===== config.mk =====
export PLATFORM = sky130hd
export DESIGN_NAME = led_grid_pixel_renderer
export DESIGN_NICKNAME = d
export VERILOG_FILES = /design/src/hw/rtl/lgpr_pkg.sv /design/src/hw/rtl/lgpr_cell.sv /design/src/hw/rtl/lgpr_disc_test.sv /design/src/hw/rtl/led_grid_pixel_renderer.sv
export SDC_FILE = /design/constraint.sdc
export NUM_CORES = 2
export LEC_CHECK = 0
export BUFFER_PORTS_ARGS = -buffer_cell sky130_fd_sc_hd__buf_2
export CORE_ASPECT_RATIO = 0.7
export CORE_MARGIN = 3
export CORE_UTILIZATION = 40
export CTS_BUF_LIST = sky130_fd_sc_hd__clkbuf_4
export CTS_CLUSTER_DIAMETER = 120
export CTS_CLUSTER_SIZE = 12
export DETAILED_ROUTE_END_ITERATION = 10
export HOLD_SLACK_MARGIN = 0.03
export PLACE_DENSITY = 0.61
export SLEW_MARGIN = 20
export SYNTH_ARGS = -nofsm -noshare
export SYNTH_HDL_FRONTEND = slang
export SYNTH_HIERARCHICAL = 1
export SYNTH_SLANG_ARGS = --single-unit

===== constraint.sdc =====
create_clock -name clk -period 5.9 [get_ports clk]
set_input_delay 0.59 -clock clk [delete_from_list [all_inputs] [get_ports clk]]
set_output_delay 0.59 -clock clk [all_outputs]
set_load 0.05 [all_outputs]

===== src/hw/rtl/lgpr_pkg.sv =====
`timescale 1ns / 1ps
// ----------------------------------------------------------------------------
// lgpr_pkg: shared types and constants of the LED grid pixel renderer
// Beat payloads, lamp cell contents, tester results, control states and
// fixed widths used by the renderer and its cells.
// ----------------------------------------------------------------------------
package lgpr_pkg;

    localparam int COLOR_W    = 32;
    localparam int IDX_W      = 6;
    localparam int PX_W       = 11;
    localparam int DIM_W      = 12;   // frame size registers and spacings
    localparam int RAD_W      = 11;   // radius is at most half a frame width
    localparam int R2_W       = 2 * RAD_W;
    localparam int SQ_W       = 2 * DIM_W;
    localparam int CFG_IDX_W  = 3;
    localparam int CFG_DATA_W = 32;

    // Reciprocal shift for dividing a 12-bit size by a divisor up to 64
    localparam int DIV_SHIFT  = 18;
    localparam int MUL_W      = DIM_W + DIV_SHIFT + 1;

    // Command codes
    localparam logic CMD_SET   = 1'b0;
    localparam logic CMD_QUERY = 1'b1;

    // Register indexes
    localparam logic [CFG_IDX_W-1:0] CFG_FRAME_WIDTH  = 3'd0;
    localparam logic [CFG_IDX_W-1:0] CFG_FRAME_HEIGHT = 3'd1;
    localparam logic [CFG_IDX_W-1:0] CFG_BACKGROUND   = 3'd2;
    localparam logic [CFG_IDX_W-1:0] CFG_OFF_COLOR    = 3'd3;

    // Register reset values
    localparam logic [DIM_W-1:0]   WIDTH_RESET  = 12'd640;
    localparam logic [DIM_W-1:0]   HEIGHT_RESET = 12'd480;
    localparam logic [COLOR_W-1:0] BG_RESET     = 32'hFF1E_2823;
    localparam logic [COLOR_W-1:0] OFF_RESET    = 32'h0000_0000;

    typedef struct packed {
        logic               command;
        logic [IDX_W-1:0]   led_index;
        logic               led_on;
        logic [COLOR_W-1:0] led_color;
        logic [PX_W-1:0]    pixel_x;
        logic [PX_W-1:0]    pixel_y;
    } in_item_t;

    typedef struct packed {
        logic [COLOR_W-1:0] pixel_color;
        logic               in_frame;
    } out_item_t;

    typedef struct packed {
        logic               lit;
        logic [COLOR_W-1:0] color;
    } lamp_t;

    typedef struct packed {
        logic  busy;    // an item is still inside the tester
        logic  valid;   // result below belongs to one lamp
        logic  hit;     // pixel lies inside that lamp's disc
        lamp_t lamp;
    } hit_t;

    typedef enum logic [2:0] {
        ST_IDLE,
        ST_SETUP,
        ST_SQUARE,
        ST_RUN,
        ST_DRAIN,
        ST_FINISH
    } state_t;

endpackage


===== src/hw/rtl/lgpr_cell.sv =====
`timescale 1ns / 1ps
// ----------------------------------------------------------------------------
// lgpr_cell: one lamp cell of the rotating store
// Holds one LED's on flag and colour; loads from a set beat or takes the
// contents of its neighbor when the ring advances.
// ----------------------------------------------------------------------------
module lgpr_cell
    import lgpr_pkg::*;
(
    input  logic  clk,
    input  logic  rst_n,
    input  logic  load,
    input  logic  shift,
    input  lamp_t load_data,
    input  lamp_t shift_in,
    output lamp_t q
);

    logic               lit_reg;
    logic               lit_next;
    logic [COLOR_W-1:0] color_reg;
    logic [COLOR_W-1:0] color_next;

    always_comb
    begin
        lit_next   = lit_reg;
        color_next = color_reg;
        if (load)
        begin
            lit_next   = load_data.lit;
            color_next = load_data.color;
        end
        else if (shift)
        begin
            lit_next   = shift_in.lit;
            color_next = shift_in.color;
        end
    end

    always_ff @(posedge clk or negedge rst_n)
    begin
        if (!rst_n)
            lit_reg <= 1'b0;
        else
            lit_reg <= lit_next;
    end

    // Colour only counts once the flag has been written with it
    always_ff @(posedge clk)
    begin
        color_reg <= color_next;
    end

    assign q.lit   = lit_reg;
    assign q.color = color_reg;

endmodule


===== src/hw/rtl/lgpr_disc_test.sv =====
`timescale 1ns / 1ps
// ----------------------------------------------------------------------------
// lgpr_disc_test: pipelined point-in-disc tester
// Takes one lamp centre per cycle, squares the offsets to the pixel in a
// registered stage and compares the sum with the squared radius.
// ----------------------------------------------------------------------------
module lgpr_disc_test
    import lgpr_pkg::*;
(
    input  logic            clk,
    input  logic            rst_n,
    input  logic            feed_valid,
    input  logic [PX_W-1:0] px,
    input  logic [PX_W-1:0] py,
    input  logic [DIM_W-1:0] cx,
    input  logic [DIM_W-1:0] cy,
    input  lamp_t           lamp,
    input  logic [R2_W-1:0] r2,
    output hit_t            result
);

    logic signed [DIM_W:0] dx;
    logic signed [DIM_W:0] dy;
    logic [DIM_W-1:0]      adx_next;
    logic [DIM_W-1:0]      ady_next;

    logic                  v1_reg;
    logic [DIM_W-1:0]      adx_reg;
    logic [DIM_W-1:0]      ady_reg;
    lamp_t                 lamp1_reg;

    logic                  v2_reg;
    logic [SQ_W-1:0]       sqx_reg;
    logic [SQ_W-1:0]       sqy_reg;
    lamp_t                 lamp2_reg;
    logic [SQ_W:0]         dist2;

    // Absolute offsets from the lamp centre
    always_comb
    begin
        dx       = $signed({2'b00, px}) - $signed({1'b0, cx});
        dy       = $signed({2'b00, py}) - $signed({1'b0, cy});
        adx_next = dx[DIM_W] ? DIM_W'(-dx) : DIM_W'(dx);
        ady_next = dy[DIM_W] ? DIM_W'(-dy) : DIM_W'(dy);
    end

    always_ff @(posedge clk or negedge rst_n)
    begin
        if (!rst_n)
        begin
            v1_reg <= 1'b0;
            v2_reg <= 1'b0;
        end
        else
        begin
            v1_reg <= feed_valid;
            v2_reg <= v1_reg;
        end
    end

    always_ff @(posedge clk)
    begin
        adx_reg   <= adx_next;
        ady_reg   <= ady_next;
        lamp1_reg <= lamp;
        sqx_reg   <= SQ_W'(adx_reg) * SQ_W'(adx_reg);
        sqy_reg   <= SQ_W'(ady_reg) * SQ_W'(ady_reg);
        lamp2_reg <= lamp1_reg;
    end

    assign dist2 = {1'b0, sqx_reg} + {1'b0, sqy_reg};

    assign result.busy  = v1_reg | v2_reg;
    assign result.valid = v2_reg;
    assign result.hit   = dist2 <= (SQ_W + 1)'(r2);
    assign result.lamp  = lamp2_reg;

endmodule


===== src/hw/rtl/led_grid_pixel_renderer.sv =====
`timescale 1ns / 1ps
// ----------------------------------------------------------------------------
// led_grid_pixel_renderer: LED grid pixel renderer, top level
// Keeps the state of a grid of round LEDs and answers pixel colour queries.
// ----------------------------------------------------------------------------
// Usage:
//   Input beats (in_valid/in_ready) carry either a set command, which stores
//   the on flag and colour of one LED, or a query for one pixel coordinate.
//   Each query returns one output beat (out_valid/out_ready) with the ARGB
//   colour and an in-frame flag; a set returns nothing.
//   The LED state lives in a ring of lamp cells. A query first derives the
//   spacings and radius from the frame size and squares the radius, then
//   rotates the ring once so that every lamp passes the disc tester, one
//   lamp a cycle, then drains the tester. A set is stored in its cell and
//   leaves the block idle, ready for the next beat.
//   The result sits in an output register: while it waits for out_ready the
//   block takes set beats and starts the next query, and it stalls only when
//   a second result is ready before the first is taken.
//   Reset switches every LED off and loads the register reset values. The
//   configuration port (cfg_we, cfg_index, cfg_data) writes one register per
//   cycle and is meant to be used while the block is idle.
// ----------------------------------------------------------------------------
module led_grid_pixel_renderer
    import lgpr_pkg::*;
#(
    parameter int GRID_ROWS     = 8,
    parameter int GRID_COLS     = 8,
    parameter int MAX_FRAME_DIM = 2048
)
(
    input  logic                  clk,
    input  logic                  rst_n,
    input  logic                  in_valid,
    output logic                  in_ready,
    input  in_item_t              in_data,
    output logic                  out_valid,
    input  logic                  out_ready,
    output out_item_t             out_data,
    input  logic                  cfg_we,
    input  logic [CFG_IDX_W-1:0]  cfg_index,
    input  logic [CFG_DATA_W-1:0] cfg_data
);

    localparam int LAMP_COUNT  = GRID_ROWS * GRID_COLS;
    localparam int STORE_DEPTH = 1 << IDX_W;
    // Lamps numbered beyond the index range have no cell and stay dark
    localparam int NCELL       = (LAMP_COUNT < STORE_DEPTH) ? LAMP_COUNT : STORE_DEPTH;
    localparam int STEP_W      = (LAMP_COUNT > 1) ? $clog2(LAMP_COUNT) : 1;
    localparam int COL_W       = (GRID_COLS > 1) ? $clog2(GRID_COLS) : 1;
    localparam logic [STEP_W-1:0] LAST_STEP = STEP_W'(LAMP_COUNT - 1);
    localparam logic [COL_W-1:0]  LAST_COL  = COL_W'(GRID_COLS - 1);

    // Rounded-up reciprocals: exact floor division of any 12-bit size
    localparam int unsigned RECIP_COL = ((1 << DIV_SHIFT) + GRID_COLS - 1) / GRID_COLS;
    localparam int unsigned RECIP_ROW = ((1 << DIV_SHIFT) + GRID_ROWS - 1) / GRID_ROWS;
    localparam int unsigned RECIP_RAD = ((1 << DIV_SHIFT) + 2 * GRID_COLS - 1)
                                        / (2 * GRID_COLS);

    // Configuration registers
    logic [DIM_W-1:0]   width_reg;
    logic [DIM_W-1:0]   height_reg;
    logic [COLOR_W-1:0] bg_reg;
    logic [COLOR_W-1:0] off_reg;

    // Control
    state_t             state_reg;
    state_t             state_next;
    logic               in_ready_c;
    logic               ring_shift;
    logic               feed_valid;
    logic               out_load;
    logic               set_fire;
    logic               query_fire;

    // Geometry and scan position
    logic [DIM_W-1:0]   w_eff;
    logic [DIM_W-1:0]   h_eff;
    logic [MUL_W-1:0]   sx_prod;
    logic [MUL_W-1:0]   sy_prod;
    logic [MUL_W-1:0]   r_prod;
    logic [DIM_W-1:0]   sx_reg;
    logic [DIM_W-1:0]   sy_reg;
    logic [RAD_W-1:0]   r_reg;
    logic [R2_W-1:0]    r2_reg;
    logic [STEP_W-1:0]  step_reg;
    logic [COL_W-1:0]   col_reg;
    logic [DIM_W-1:0]   cx_reg;
    logic [DIM_W-1:0]   cy_reg;
    logic               step_in_store;

    // Query payload and result
    logic [PX_W-1:0]    px_reg;
    logic [PX_W-1:0]    py_reg;
    logic               in_frame_reg;
    logic               in_frame_c;
    logic [COLOR_W-1:0] colour_reg;
    logic               out_valid_reg;
    out_item_t          out_data_reg;

    lamp_t              ring_q [NCELL];
    lamp_t              lamp_new;
    lamp_t              lamp_feed;
    hit_t               hit;

    assign set_fire   = in_valid && in_ready_c && (in_data.command == CMD_SET);
    assign query_fire = in_valid && in_ready_c && (in_data.command == CMD_QUERY);

    // ------------------------------------------------------------------
    // Configuration registers
    // ------------------------------------------------------------------
    always_ff @(posedge clk or negedge rst_n)
    begin
        if (!rst_n)
        begin
            width_reg  <= WIDTH_RESET;
            height_reg <= HEIGHT_RESET;
            bg_reg     <= BG_RESET;
            off_reg    <= OFF_RESET;
        end
        else if (cfg_we)
        begin
            unique case (cfg_index)
                CFG_FRAME_WIDTH:  width_reg  <= cfg_data[DIM_W-1:0];
                CFG_FRAME_HEIGHT: height_reg <= cfg_data[DIM_W-1:0];
                CFG_BACKGROUND:   bg_reg     <= cfg_data[COLOR_W-1:0];
                CFG_OFF_COLOR:    off_reg    <= cfg_data[COLOR_W-1:0];
                default:          ;  // unused index: drop the write
            endcase
        end
    end

    // Saturate the frame size at the largest supported dimension
    always_comb
    begin
        w_eff = width_reg;
        h_eff = height_reg;
        if (32'(width_reg) > 32'(MAX_FRAME_DIM))
            w_eff = DIM_W'(MAX_FRAME_DIM);
        if (32'(height_reg) > 32'(MAX_FRAME_DIM))
            h_eff = DIM_W'(MAX_FRAME_DIM);
        in_frame_c = ({1'b0, in_data.pixel_x} < w_eff)
                  && ({1'b0, in_data.pixel_y} < h_eff);
    end

    // ------------------------------------------------------------------
    // Lamp ring: cell 0 is the head seen by the tester; one full turn per
    // query brings every cell back to its home place.
    // ------------------------------------------------------------------
    assign lamp_new.lit   = in_data.led_on;
    assign lamp_new.color = in_data.led_color;

    for (genvar k = 0; k < NCELL; k++)
    begin : g_cell
        lgpr_cell u_cell
        (
            .clk       (clk),
            .rst_n     (rst_n),
            .load      (set_fire && (in_data.led_index == IDX_W'(k))),
            .shift     (ring_shift),
            .load_data (lamp_new),
            .shift_in  (ring_q[(k + 1) % NCELL]),
            .q         (ring_q[k])
        );
    end

    assign step_in_store   = {1'b0, step_reg} < (STEP_W + 1)'(NCELL);
    assign lamp_feed.lit   = step_in_store & ring_q[0].lit;
    assign lamp_feed.color = ring_q[0].color;

    lgpr_disc_test u_disc_test
    (
        .clk        (clk),
        .rst_n      (rst_n),
        .feed_valid (feed_valid),
        .px         (px_reg),
        .py         (py_reg),
        .cx         (cx_reg),
        .cy         (cy_reg),
        .lamp       (lamp_feed),
        .r2         (r2_reg),
        .result     (hit)
    );

    // ------------------------------------------------------------------
    // Sequencer
    // ------------------------------------------------------------------
    always_ff @(posedge clk or negedge rst_n)
    begin
        if (!rst_n)
            state_reg <= ST_IDLE;
        else
            state_reg <= state_next;
    end

    always_comb
    begin
        state_next = state_reg;
        in_ready_c = 1'b0;
        ring_shift = 1'b0;
        feed_valid = 1'b0;
        out_load   = 1'b0;
        unique case (state_reg)
            ST_IDLE:
            begin
                in_ready_c = 1'b1;
                if (in_valid && (in_data.command == CMD_QUERY))
                    state_next = ST_SETUP;
            end
            ST_SETUP:
                state_next = ST_SQUARE;
            ST_SQUARE:
                state_next = ST_RUN;
            ST_RUN:
            begin
                feed_valid = 1'b1;
                ring_shift = step_in_store;
                if (step_reg == LAST_STEP)
                    state_next = ST_DRAIN;
            end
            ST_DRAIN:
                if (!hit.busy)
                    state_next = ST_FINISH;
            ST_FINISH:
                if (!out_valid_reg || out_ready)
                begin
                    out_load   = 1'b1;
                    state_next = ST_IDLE;
                end
            default:
                state_next = ST_IDLE;
        endcase
    end

    // ------------------------------------------------------------------
    // Geometry: spacings and radius by reciprocal multiply, then r squared
    // ------------------------------------------------------------------
    assign sx_prod = MUL_W'(w_eff) * MUL_W'(RECIP_COL);
    assign sy_prod = MUL_W'(h_eff) * MUL_W'(RECIP_ROW);
    assign r_prod  = MUL_W'(w_eff) * MUL_W'(RECIP_RAD);

    always_ff @(posedge clk)
    begin
        if (state_reg == ST_SETUP)
        begin
            sx_reg <= sx_prod[DIV_SHIFT +: DIM_W];
            sy_reg <= sy_prod[DIV_SHIFT +: DIM_W];
            r_reg  <= r_prod[DIV_SHIFT +: RAD_W];
        end
        if (state_reg == ST_SQUARE)
            r2_reg <= R2_W'(r_reg) * R2_W'(r_reg);
    end

    // Scan position: advance the lamp centre one column per cycle
    always_ff @(posedge clk or negedge rst_n)
    begin
        if (!rst_n)
        begin
            step_reg <= '0;
            col_reg  <= '0;
            cx_reg   <= '0;
            cy_reg   <= '0;
        end
        else if (state_reg == ST_SQUARE)
        begin
            step_reg <= '0;
            col_reg  <= '0;
            cx_reg   <= sx_reg >> 1;
            cy_reg   <= sy_reg >> 1;
        end
        else if (state_reg == ST_RUN)
        begin
            step_reg <= step_reg + STEP_W'(1);
            if (col_reg == LAST_COL)
            begin
                col_reg <= '0;
                cx_reg  <= sx_reg >> 1;
                cy_reg  <= cy_reg + sy_reg;
            end
            else
            begin
                col_reg <= col_reg + COL_W'(1);
                cx_reg  <= cx_reg + sx_reg;
            end
        end
    end

    // Query payload and running colour: the last disc hit wins
    always_ff @(posedge clk)
    begin
        if (query_fire)
        begin
            px_reg       <= in_data.pixel_x;
            py_reg       <= in_data.pixel_y;
            in_frame_reg <= in_frame_c;
            colour_reg   <= bg_reg;
        end
        else if (hit.valid && hit.hit)
        begin
            colour_reg <= hit.lamp.lit ? hit.lamp.color : off_reg;
        end
    end

    // ------------------------------------------------------------------
    // Output register
    // ------------------------------------------------------------------
    always_ff @(posedge clk or negedge rst_n)
    begin
        if (!rst_n)
            out_valid_reg <= 1'b0;
        else if (out_load)
            out_valid_reg <= 1'b1;
        else if (out_ready)
            out_valid_reg <= 1'b0;
    end

    always_ff @(posedge clk)
    begin
        if (out_load)
        begin
            out_data_reg.pixel_color <= in_frame_reg ? colour_reg : bg_reg;
            out_data_reg.in_frame    <= in_frame_reg;
        end
    end

    assign in_ready  = in_ready_c;
    assign out_valid = out_valid_reg;
    assign out_data  = out_data_reg;

    // ------------------------------------------------------------------
    // Assertions
    // ------------------------------------------------------------------
    a_hit_in_scan: assert property (@(posedge clk) disable iff (!rst_n)
        hit.valid |-> (state_reg == ST_RUN || state_reg == ST_DRAIN))
        else $error("tester result outside a scan");

    a_query_starts: assert property (@(posedge clk) disable iff (!rst_n)
        query_fire |=> (state_reg == ST_SETUP))
        else $error("accepted query did not start the geometry setup");

    a_result_from_finish: assert property (@(posedge clk) disable iff (!rst_n)
        $rose(out_valid_reg) |-> $past(state_reg == ST_FINISH))
        else $error("result raised outside the finish step");

    a_outside_is_bg: assert property (@(posedge clk) disable iff (!rst_n)
        (out_valid && !out_data.in_frame) |-> (out_data.pixel_color == bg_reg))
        else $error("out-of-frame pixel not background");

endmodule

# == Word level (Yosys, flattened, before mapping) ==
# Index checks and enable logic that the tools add are counted.
# word_totals
input_bits,102
word_cells,689
register_bits,2513
out_inout_bits,35
# op_classes
reduce_logical,149
n_addsub,9
mux,286
order_cmp,5
mul,3
n_bitwise,2
n_eq_ne,77
# ops
op,n
$mux W32,132
$eq A6 B6 Y1 const B,33
$reduce_bool A2 Y1,68
$mux W1,134
$mux W12,10
$eq A6 B5 Y1 const B,16
$logic_and A1 B1 Y1,70
$eq A6 B4 Y1 const B,8
$mul A12 B12 Y24,2
$sub A11 B12 Y13,2
$add A24 B24 Y25,1
$le A25 B22 Y1,1
$add A12 B9 Y12,2
$eq A6 B3 Y1 const B,4
$gt A12 B12 Y1 const B,2
$lt A11 B12 Y1,2
$neg A12 Y12,2
$mux W3,7
$pmux W3 S6,1
$mul A8 B8 Y16,1
$eq A3 B2 Y1 const B,4
$eq A6 B2 Y1 const B,2
$mux W6,2
$reduce_and A2 Y1,5
13 further kinds,20

# == Longest topological paths before layout ==
# logic_depth
word_depth,6
depth_mapped,22
depth_no_buf,21

# == Modules after synthesis ==
# The synthesis kept the hierarchy.
# by_module_without_submodules
mod,area_per_inst_um2,n_inst,seq_area_each_um2,cells_each
lgpr_cell,1546.5,64,985.9,74
lgpr_disc_test,13594.3,1,2772.7,1469
led_grid_pixel_renderer,13221.4,1,6790.3,1134

# == Worst setup path before layout ==
# Ideal clock, no wire load.
# synth_timing
path_kind,reg-to-reg
start,reg u_disc_test.sqx_reg[3]
end,reg colour_reg[0] (enable)
stages_incl_launch_ff,18
n_path_buf,0
required_time_ns,5.511
period_less_slack_ns,5.097
slack_ns,0.803
setup_time_ns,0.389
t_arrival_ns,4.708
cell_sequence,dfxtp_1 -> ha_1 -> a211o_1 -> a2111o_1 -> a311oi_4 -> o31ai_2 -> a21o_1 -> a21o_1 -> a21oi_1 -> xnor2_1 -> ha_1 -> nand4_1 -> or4_1 -> o32ai_1 -> o221ai_1 -> nor4_2 -> nand2_1 -> nand2_1
# synth_lines
item,line_no,text
start: declaration,lgpr_disc_test.sv:33,logic [SQ_W-1:0] sqx_reg;
start signal: assignment,lgpr_disc_test.sv:66,sqx_reg <= SQ_W'(adx_reg) * SQ_W'(adx_reg);
end signal: assignment,led_grid_pixel_renderer.sv:295,colour_reg <= bg_reg;
end signal: assignment,led_grid_pixel_renderer.sv:299,colour_reg <= hit.lamp.lit ? hit.lamp.color : off_reg;
end: declaration,led_grid_pixel_renderer.sv:96,logic [COLOR_W-1:0] colour_reg;

# == Worst setup path after layout ==
# layout_timing
start,reg u_disc_test.adx_reg[8]
end,reg u_disc_test.sqx_reg[23]
# layout_via
elab_chain_len,1
# layout_rtl
item,line_no,text
start: declaration,lgpr_disc_test.sv:28,logic [DIM_W-1:0] adx_reg;
start signal: assignment,lgpr_disc_test.sv:63,adx_reg <= adx_next;
$mul A12 B12 Y24,lgpr_disc_test.sv:66,
# Every way passes these cells.
# A chain may end at the register's enable or synchronous reset.

==> results.json <==
{
  "cts_buffers": 233,
  "hpwl_um": 183000,
  "core_area_um2": 312000,
  "drt-initial-drc-count": 5639,
  "final_util_pct": 42.6,
  "cap_violations": 0,
  "finClkSkew_ps": 241,
  "die_area_um2": 321000,
  "rows": 171,
  "reg2reg_slack_ps": 390,
  "cp_max_fo": 12,
  "period_needed_ps": 5510,
  "cts_max_path_buffers": 4,
  "clkTransAtPathRegs_ps": 140,
  "fin_ws_ps": 389,
  "grt_busiest_layer": "met1",
  "final_common_cell": "edfxtp_1",
  "place_congestion": 0.828,
  "die-width_um": 676,
  "finalNonFillerCells": 11900,
  "yosysUniqueCellTypes": 90,
  "rsz0062_at_grt": "false",
  "final-setup-viol-count": 0,
  "cp-endpoint": "u_disc_test/sqx_reg[23]",
  "syn_area_per_cell_um2": 17.1,
  "synth_area_um2": 126000,
  "ff2ff_path_depth": 17,
  "vias": 62700,
  "fin_setup_tns_ps": 0,
  "dieHeight_um": 475,
  "portBuffers": 136,
  "rr_endpoint": "u_disc_test/sqx_reg[23]",
  "nets": 8145,
  "largest_reg_flops": 2048,
  "cts_sinks": 2496,
  "ys_ff_latch": 2496,
  "detail-route-antenna-nets": 0,
  "wl_per_cell_um": 23.7,
  "reg2reg_from": "u_disc_test/adx_reg[8]",
  "initial_utilization_pct": 40.4,
  "synthArstFlopShare_pct": 7.65,
  "areaGrowthSynthToFinish_pct": 5.45,
  "grt_pass1_vias": 65700,
  "antenna_found_initial": 25,
  "slew_headroom_pct": 27.0,
  "fillers": 27500,
  "status": "completed",
  "h-tree-depth": 4,
  "max_freq_ghz": 0.181,
  "yosysWarnings": 6,
  "hold_class": "in2reg",
  "grt_max_degree": 125,
  "drt_wl_total_um": 282000,
  "setup.worst_path.start": "u_disc_test/adx_reg[8]",
  "cp-start-kind": "register",
  "worstSkewPairLatency_ps": 1360,
  "slew_violations": 0,
  "hold_viol_final": 0,
  "grtUsageMet1_pct": 26.5,
  "netlist_instances": 7339,
  "use_met3_pct": 3.72,
  "gr-usage-all-layers_pct": 17.3,
  "dp_slack_ps": 294,
  "final_cell_mix": "2169 x edfxtp_1, 1728 x mux2_4, 444 x mux2_2",
  "synth-edff-count": 2169,
  "num_io_pins": 137,
  "tightest_slew_ps": 1090,
  "fin_crit_sh_pct": 93.4,
  "synth-main-ff-cell": "edfxtp_1",
  "placedCellCount": 11400,
  "grt_overflow_total": 0,
  "ir_worst_vdd_mv": 1.67,
  "critPathArrivalTime_ps": 6660,
  "leakagePower_nw": 46.9,
  "vias_per_cell": 5.27,
  "yosysSeqAreaShare_pct": 57.8,
  "cts_tree": "yes",
  "drive_above_1_share_pct": 38.8,
  "required_ps": 7050,
  "use_met2_pct": 25.0,
  "route.detailed.drc": 0,
  "cp-end-kind": "register",
  "grt_pass1_wl_um": 430000,
  "root_buffer": "clkbuf_4",
  "first_pass_iters": 5,
  "cellPowerDensity_nw_per_um2": 349,
  "critPathKind": "reg2reg"
}
## per-layer routing
layer / vias to the layer above / wire, um
met5: - / 27
met4: 4 / 5600
met3: 345 / 20100
met2: 1705 / 119000
met1: 33100 / 138000
li1: 27600 / -
## cell type report
type / instances / area, um2 / area share [%]
timing repair buffer: 423 / 3410 / 2.57
clock buffer: 360 / 2700 / 2.04
multi-input combinational: 4074 / 47200 / 35.6
antenna: 15 / 37.5 / 0.0283
clock inverter: 2 / 7.51 / 0.00566
inverter: 376 / 1410 / 1.06
tap: 4152 / 5190 / 3.92
sequential: 2496 / 72700 / 54.8
## repair_timing
item,in CTS,in global routing
hold buffers,160,0
buffers inserted,0,0
resized for setup,0,1
endpoints found under the setup margin,0,1
endpoints found under the hold margin,1010,0
## kinds of logic after synthesis
group | count (synthesis) | synth area share (%)
buffers and inverters | 775 | 5.14
AO/OA/AOI/OAI | 438 | 2.17
AND/OR/NAND/NOR | 793 | 3.17
other | 1 | 0.00298
multiplexers | 2277 | 25.4
adder cells (fa/ha/maj) | 439 | 5.48
XOR/XNOR | 120 | 0.836
flip-flops | 2496 | 57.8
## per-stage QoR
step                      power [mW]  hold WS (ps)  area (um2)
after global routing            49.6          76.3      133000
after detailed placement        38.5           312      128000
after CTS                       46.9          33.9      133000
after global placement          38.4           315      128000
after floorplan                 34.3           294      126000
final                           46.2           232      133000
## where the power goes
part           switching [mW]  total [mW]  internal (mW)
registers               0.246        19.9           19.7
logic                    10.1        18.0           7.94
clock network            5.57        8.29           2.72
total                    15.9        46.2           30.3
## cell usage after synthesis, types with 7 or more instances
master	instances	area [um2]
nand4_1	10	62.6
ha_1	253	3170
a21oi_1	132	661
buf_12	128	2560
dfrtp_1	168	4200
nand2b_1	38	238
or2_2	76	475
a211oi_1	11	82.6
mux2_2	444	5000
fa_1	186	3720
buf_8	64	961
o21ai_0	130	651
buf_2	17	85.1
o211ai_1	7	52.6
o21a_1	17	128
edfxtp_1	2169	65100
xor2_1	40	350
xnor2_1	80	701
a31oi_1	8	50.1
dfstp_2	23	604
and2_1	102	638
buf_1	8	30.0
and3_1	12	75.1
nor3_1	44	220
clkbuf_1	51	191
dfxtp_1	136	2720
or3_1	7	43.8
o21bai_1	10	75.1
nor2b_1	35	219
nand2_1	212	796
a21o_1	43	323
buf_4	66	495
mux2_4	1728	25900
buf_6	65	732
nand3_1	29	145
inv_1	376	1410
nor2_1	189	709
mux2i_1	105	1050
## critical path, stage by stage, from the launching register on
cell and delay [ps]:
dfxtp_1 640, nand2_1 150, fa_1 570, inv_1 70, fa_1 500, inv_1 50
fa_1 550, fa_1 450, fa_1 500, inv_1 50, ha_1 320, o21ai_0 290
o21bai_1 150, nor3_1 130, o21ai_0 140, a41oi_1 500, o2111a_1 270, nor3_1 50
## how the worst min path moves through the flow
| stage | startpoint | end | depth (start not counted) |
|---|---|---|---|
| after global placement | u_disc_test/lamp1_reg[25] | u_disc_test/result[25] | 0 |
| after detailed placement | u_disc_test/lamp1_reg[25] | u_disc_test/result[25] | 0 |
| after floorplan | rst_n | bg_reg[10] | 0 |
| after CTS | cfg_data[11] | height_reg[11] | 3 |
| final | cfg_data[6] | width_reg[6] | 3 |
| after global routing | cfg_data[6] | height_reg[6] | 3 |
(Power assumes the default switching activity.)
